### src/hw/rtl/tksi_pkg.sv
// Shared constants, types and cell operation codes for the top-k sorted list.
package tksi_pkg;

  // Default build sizes.
  localparam int unsigned MAX_ENTRIES_DEF = 64;
  localparam int unsigned KEY_BITS_DEF    = 48;
  localparam int unsigned TAG_BITS_DEF    = 32;

  // Fixed field widths of the ports.
  localparam int unsigned CFG_BITS  = 7;
  localparam int unsigned SLOT_BITS = 6;

  // Value of the entries_in_use register after reset.
  localparam logic [CFG_BITS-1:0] ENTRIES_RESET = 7'd64;

  // Input command codes.
  localparam logic CMD_INSERT = 1'b0;
  localparam logic CMD_DUMP   = 1'b1;

  // What one cell does in a cycle.
  typedef enum logic [1:0] {
    CELL_HOLD,
    CELL_LOAD,
    CELL_SHIFT,
    CELL_ROTATE
  } cell_op_e;

endpackage

### src/hw/rtl/tksi_cell.sv
// One rank of the sorted list: holds a key and tag and compares against the new key.
module tksi_cell #(
  parameter int unsigned KEY_BITS = tksi_pkg::KEY_BITS_DEF,
  parameter int unsigned TAG_BITS = tksi_pkg::TAG_BITS_DEF
) (
  input  logic                    clk_i,
  input  tksi_pkg::cell_op_e      op_i,
  input  logic [KEY_BITS-1:0]     new_key_i,
  input  logic [TAG_BITS-1:0]     new_tag_i,
  input  logic [KEY_BITS-1:0]     up_key_i,
  input  logic [TAG_BITS-1:0]     up_tag_i,
  input  logic [KEY_BITS-1:0]     rot_key_i,
  input  logic [TAG_BITS-1:0]     rot_tag_i,
  output logic [KEY_BITS-1:0]     key_o,
  output logic [TAG_BITS-1:0]     tag_o,
  output logic                    below_o
);
  import tksi_pkg::*;

  logic [KEY_BITS-1:0] key_q, key_d;
  logic [TAG_BITS-1:0] tag_q, tag_d;

  // The held key ranks below the incoming one only when strictly smaller.
  assign below_o = key_q < new_key_i;

  // Select the source of this rank for the next cycle.
  always_comb begin
    key_d = key_q;
    tag_d = tag_q;
    case (op_i)
      CELL_HOLD: begin
        key_d = key_q;
        tag_d = tag_q;
      end
      CELL_LOAD: begin
        key_d = new_key_i;
        tag_d = new_tag_i;
      end
      CELL_SHIFT: begin
        key_d = up_key_i;
        tag_d = up_tag_i;
      end
      CELL_ROTATE: begin
        key_d = rot_key_i;
        tag_d = rot_tag_i;
      end
      default: begin
        key_d = key_q;
        tag_d = tag_q;
      end
    endcase
  end

  // Entry storage; its contents only count where the rank is occupied.
  always_ff @(posedge clk_i) begin
    key_q <= key_d;
    tag_q <= tag_d;
  end

  assign key_o = key_q;
  assign tag_o = tag_q;

endmodule

### config.mk
export PLATFORM = sky130hd
export DESIGN_NAME = tksi_cell
export DESIGN_NICKNAME = d
export VERILOG_FILES = /design/src/hw/rtl/tksi_pkg.sv /design/src/hw/rtl/tksi_cell.sv
export SDC_FILE = /design/constraint.sdc
export NUM_CORES = 1
export LEC_CHECK = 0
export BUFFER_PORTS_ARGS = -buffer_cell sky130_fd_sc_hd__buf_4
export CORE_UTILIZATION = 30
export DETAILED_ROUTE_END_ITERATION = 12
export GPL_TIMING_DRIVEN = 0
export PLACE_DENSITY = 0.59
export SLEW_MARGIN = 20
export SYNTH_ARGS = -nofsm -noshare
export SYNTH_HDL_FRONTEND = slang
export SYNTH_SLANG_ARGS = --single-unit
export TNS_END_PERCENT = 10
### constraint.sdc
create_clock -name clk_i -period 3 [get_ports clk_i]
set_input_delay 0.3 -clock clk_i [delete_from_list [all_inputs] [get_ports clk_i]]
set_output_delay 0.3 -clock clk_i [all_outputs]
set_load 0.02 [all_outputs]
==> results of run 1 <==
state kept, by name, summed over array words and instances (netlist names):
register / flops
key_o: 48
tag_o: 32
layer usage:
metal  part of all wire [%]  global-route usage, %
met4                    2.0                   7.13
met2                     49                   34.7
met1                     41                   23.9
met5                      0                      0
met3                    8.0                   5.14
area by class of cell:
type	instances	area share (%)
tap	220	3.36
buffer	27	1.37
clock inverter	5	0.412
clock buffer	11	2.84
multi-input combinational	358	30.7
inverter	49	2.24
timing repair buffer	322	29.7
sequential	80	29.3
placed cells by master, fill, tap and decap left out:
cell,n
a211oi_1,3
a221oi_2,1
nand2b_1,1
clkinv_2,2
o21a_1,1
nor2_1,88
buf_16,1
o21ai_0,6
o2bb2ai_1,1
a221o_1,1
a31oi_1,1
nand3_1,2
o221ai_1,1
or2_4,1
a22oi_1,1
nor4_1,1
inv_1,49
and3_2,1
nor4_2,1
nor3_1,3
a21oi_1,92
clkbuf_1,20
buf_2,9
mux2i_1,80
a21o_1,8
and4_1,1
nor2b_1,1
nand2_1,8
clkinvlp_4,2
clkbuf_16,9
buf_4,321
nand4_1,6
edfxtp_1,80
clkinv_4,1
a2111o_1,1
ha_1,47
where the power goes:
part	leakage (nW)	switching (mW)	internal (mW)	total (mW)
combinational	3.13	0.567	0.557	1.12
clock	0.126	0.469	0.560	1.03
sequential	0.806	0.0617	1.39	1.45
total	4.06	1.10	2.51	3.60
path summary, 6_finish.rpt:
| path | from | endpoint | slack (ns) |
|---|---|---|---|
| worst max-delay path | key_o[18] | below_o | 0.33 |
| worst min-delay path | new_tag_i[6] | tag_o[6] | 0.28 |
critical path: cells and delay by family (launching register included):
kind | cells | cell delay [ns]
DFF | 1 | 0.39
buffers and inverters | 1 | 0.19
adders and majority gates | 1 | 0.31
and+or+nand+nor | 2 | 0.29
AOI/OAI and AO/OA | 3 | 0.85
logic make-up after synthesis:
group | count (synthesis) | synth area share [%]
and+or+nand+nor | 114 | 9.15
adders and majority gates | 47 | 11.3
AOI/OAI and AO/OA | 117 | 12.4
muxes | 80 | 15.4
DFF | 80 | 46.1
buffers and inverters | 76 | 5.69
through the flow:
step	setup slack, ns	utilization, %
floorplan	0.610	-
global placement	-0.296	47.1
detailed placement	0.421	47.3
CTS	0.288	48.9
global route	0.168	48.9
finish	0.330	48.9
==> impl_results.md, run 1 <==
- FF+latch area: 2400 µm²
- Critical path class: reg -> out
- Die area: 17900 µm²
- Prevailing post-synth register cell: edfxtp_1
- EDFF count, synth: 80
- Worst-margin pin slew: ~0.67 ns
- CTS H-tree lvls: 3
- Area grow syn2layout: 57.2%
- Final ANT Viol Nets: 0
- DR pass1 iterations: 4
- Startpoint Class: flop
- Initial Util: 31.1%
- Post-Synthesis Cells: 514
- Final Critical Period: 2.67 ns
- First-pass GRT wire length: 26.9 mm
- Yosys cell types: 30
- Post-synth top area share: 46.1%
- Port Buf Inserts: 321
- Routability Congestion: 0.798
- Final setup violation count: 0
- Worst Path Required: 2.70 ns
- Total number of vias: 4904
- Post-CTS setup repair buffer count: 0
- CTS Buf Count: 9
- Top cells by area, synth: edfxtp_1 46%, mux2i_1 15%, ha_1 11%
- Root Driver: clkbuf_16
- Peak supply drop: 0.248 mV
- # DRC: 0
- Initial antenna violation count: 0
- Die W: 134 µm
- Wire per inst: 16.8 µm
- Register area share after synthesis: 46.1%
- # resized after CTS: 0
- Crit share post-route: approximately 90%
- Fmax: 0.374 GHz
- Crit path DAT: ~2.4 ns
- CP cell instances: ha_1 -> a21o_1 -> a221o_1 -> a221oi_2 -> nor2_1 -> nor4_2 -> buf_4
- Die Y: roughly 130 µm
- Post-DP HPWL: 14.5 mm
- Max Cap Viol: 0
- Vias in the first global route: 5026
- Asr flop ratio synth: 0%
- Final TNS setup: 0 ns
- Worst path slowest cell: edfxtp_1
- Post-Place Cells: 1056
- Post-CTS Hold Fix Bufs: 0
- Mapped cell area: 5210 µm²
- Max-slew headroom: 55.1%
- GRT Total Usage: roughly 20%
- Overall power: about 3.6 mW
- Largest area contributor in the netlist: edfxtp_1
- Post-route cell area: about 8200 µm²
- Final hold viol count: 0
- RSZ-0062 raised after global routing: no
- Layout cells sized above 1: 41.0%
- Slowest stage delay, CP: 0.39 ns
- Fillers: between 1500 and 2000
- 1st-iter DRT viols: 153
- Core footprint: 16800 µm²
- # IOs: approximately 320
- Synth top cells by count: 92 x a21oi_1, 88 x nor2_1, 80 x edfxtp_1, 80 x mux2i_1, 49 x inv_1
- Net count, final: roughly 1100
- Crit-path max FO: 2
- Min-Delay Path Class: in -> reg
- Clock-pin slew on the worst setup and hold paths: approximately 0.06 ns
- Synth warnings: 0
- Crit. End Element: primary output
- Grt ovf: 0
- Placed inst area: 7930 µm²
- Vias per inst: 4.57
- Routed WL: 18.1 mm
- Synth Area per Inst: about 10 µm²
- Syn Nets: 804
- Most numerous cell in the Yosys netlist: a21oi_1
- Largest net degree at the start of global routing: 45
- Pleak: 4.06 nW
- Pwr Density: 440 nW/µm²
- Number of diodes: 0
- Row cnt: 47
- CTS tree: done
- Hold depth: 3
- Clock buffer depth: 2
- Clock sinks: 80
- Max-slew violations: 0
- Hold_ws: 0.275 ns
- Multi-input gate area: 2520 µm²
- Outcome: completed
- Synth Register Bits: 80
- Final std cells w/o fill: 1072
No activity file was read; power rests on OpenSTA's default activity.
==> run 2, diff against run 1 <==
--- a/config.mk
+++ b/config.mk
@@ -10,6 +10,7 @@
 export DETAILED_ROUTE_END_ITERATION = 12
 export GPL_TIMING_DRIVEN = 0
 export PLACE_DENSITY = 0.59
+export RECOVER_POWER = 25
 export SLEW_MARGIN = 20
 export SYNTH_ARGS = -nofsm -noshare
 export SYNTH_HDL_FRONTEND = slang
==> impl_results.md, run 2 (synthesis gave the netlist of run 1 again) <==
- Placed inst area: 7930 µm² (unchanged)
- Worst slack, placed: 0.421 ns (unchanged)
- Post-route cell area: 7970 µm² (-2.7%)
- M1 WL: 7.38 mm (+0.30%)
- Peak supply drop: 0.245 mV (-1.4%)
- Net count, final: 1137 (unchanged)
- 1st-iter DRT viols: 160 (+4.6%)
- Min-Delay Path Class: in -> reg
- Root Driver: clkbuf_16
- Largest net degree at the start of global routing: 45 (unchanged)
- Post-Place Cells: 1056 (unchanged)
- Initial Util: 31.1% (unchanged)
- GRT Total Usage: 20.0% (unchanged)
- Clock buffer depth: 2 (unchanged)
- Overall power: 3.52 mW (-2.4%)
- Total number of vias: 4908 (+0.082%)
- First-pass GRT wire length: 26.9 mm (unchanged)
- DR pass1 iterations: 5 (+1)
- Startpoint Class: flop
- Layout cells sized above 1: 33.9% (-7.0 points)
- Pwr Density: 442 nW/µm² (+0.40%)
- Vias per inst: 4.58 (about the same)
- Die Y: 134 µm (unchanged)
- Final hold viol count: 0 (unchanged)
- Wire per inst: 16.8 µm (about the same)
- Met3 routed WL: 1.38 mm (-4.5%)
- Worst-margin pin slew: 0.653 ns (-0.0207 ns)
- Setup ws final: 0.330 ns (+0.000530 ns)
- Post-CTS setup repair buffer count: 0 (unchanged)
- Fmax: 0.375 GHz (about the same)
- Final setup violation count: 0 (unchanged)
- CTS H-tree lvls: 3 (unchanged)
- CTS tree: done
- # resized after CTS: 0 (unchanged)
- # IOs: 324 (unchanged)
- Clock sinks: 80 (unchanged)
- Max Cap Viol: 0 (unchanged)
- Routed WL: 18.1 mm (about the same)
- Final ANT Viol Nets: 0 (unchanged)
- Routability Congestion: 0.798 (unchanged)
- CTS Buf Count: 9 (unchanged)
- Crit path DAT: 2.37 ns (about the same)
- Max-slew headroom: 56.5% (+1.4 points)
- Final Critical Period: 2.67 ns (-0.000530 ns)
- Vias in the first global route: 5026 (unchanged)
- Outcome: completed
- Number of diodes: 0 (unchanged)
- WL met2: 8.98 mm (+0.91%)
- Final std cells w/o fill: 1072 (unchanged)
- Port Buf Inserts: 321 (unchanged)
- Leading cell type in the layout, fill and taps excluded: buf_4
- Number of flip-flops in the largest register: 48 (unchanged)
- Area grow syn2layout: 52.9%
- Pleak: 3.85 nW (-5.3%)
- RSZ-0062 raised after global routing: no
- Crit-path max FO: 2 (unchanged)
- Final TNS setup: 0 ns (unchanged)
- Row cnt: 47 (unchanged)
- Post-DP HPWL: 14.5 mm (unchanged)
- Grt ovf: 0 (unchanged)
- Clock-pin slew on the worst setup and hold paths: 0.07 ns (about the same)
- Critical path class: reg -> out
- Crit. End Element: primary output
- Die area: 17900 µm² (unchanged)
- Post-CTS Hold Fix Bufs: 0 (unchanged)
- Die W: 134 µm (unchanged)
- Crit share post-route: 89.0% (about the same)
- Max-slew violations: 0 (unchanged)
- Top Layer Used: met4
- Initial antenna violation count: 0 (unchanged)
- # DRC: 0 (unchanged)
- Worst Path Required: 2.70 ns (about the same)
- Core footprint: 16800 µm² (unchanged)
- Commonest non-fill, non-tap cells in the layout: 261 x buf_4, 92 x a21oi_1, 88 x nor2_1
## run 2: cell count changes in the layout (fill, tap and decap cells not counted)
cell,before,now
clkbuf_1,20,80
buf_4,321,261
## run 2: routing by layer
| metal | track usage [%] | up-vias |
|---|---|---|
| met5 | 0 | - |
| li1 | - | 2521 |
| met2 | 34.7 | 196 |
| met3 | 5.14 | 18 |
| met4 | 7.13 | 0 |
| met1 | 23.9 | 2173 |
## run 2: worst max-delay path: stages, from the launching register on
cell,delay (ns)
edfxtp_1,0.39
ha_1,0.32
and3_2,0.22
a221o_1,0.31
a221oi_2,0.31
nor2_1,0.08
nor4_2,0.21
buf_4,0.19
## run 2: layout make-up
cell class / instances / area, µm²
Clock buffer: 11 / 233
Multi-Input combinational cell: 358 / 2520
Buffer: 27 / 113
Inverter: 49 / 184
Sequential cell: 80 / 2400
Clock inverter: 5 / 33.8
Fill cell: 1706 / 8790
Tap cell: 220 / 275
Timing Repair Buffer: 322 / 2210
## run 2: worst paths after layout
kind	startpoint	end	slack, ns	cells after the start
setup / recovery	key_o[19]	below_o	0.33	7
hold / removal	new_tag_i[6]	tag_o[6]	0.28	3
## run 2: report_power, final
group | switching, mW | internal, mW
Combinational | 0.567 | 0.479
Sequential | 0.0592 | 1.39
Clock | 0.466 | 0.560
## run 2: through the flow
step           hold WS, ns  util, %
3_5_place_dp         0.626     47.3
6_report             0.276     47.5
2_1_floorplan        0.526        -
5_1_grt              0.280     47.5
4_1_cts              0.261     48.9
3_3_place_gp         0.618     47.1
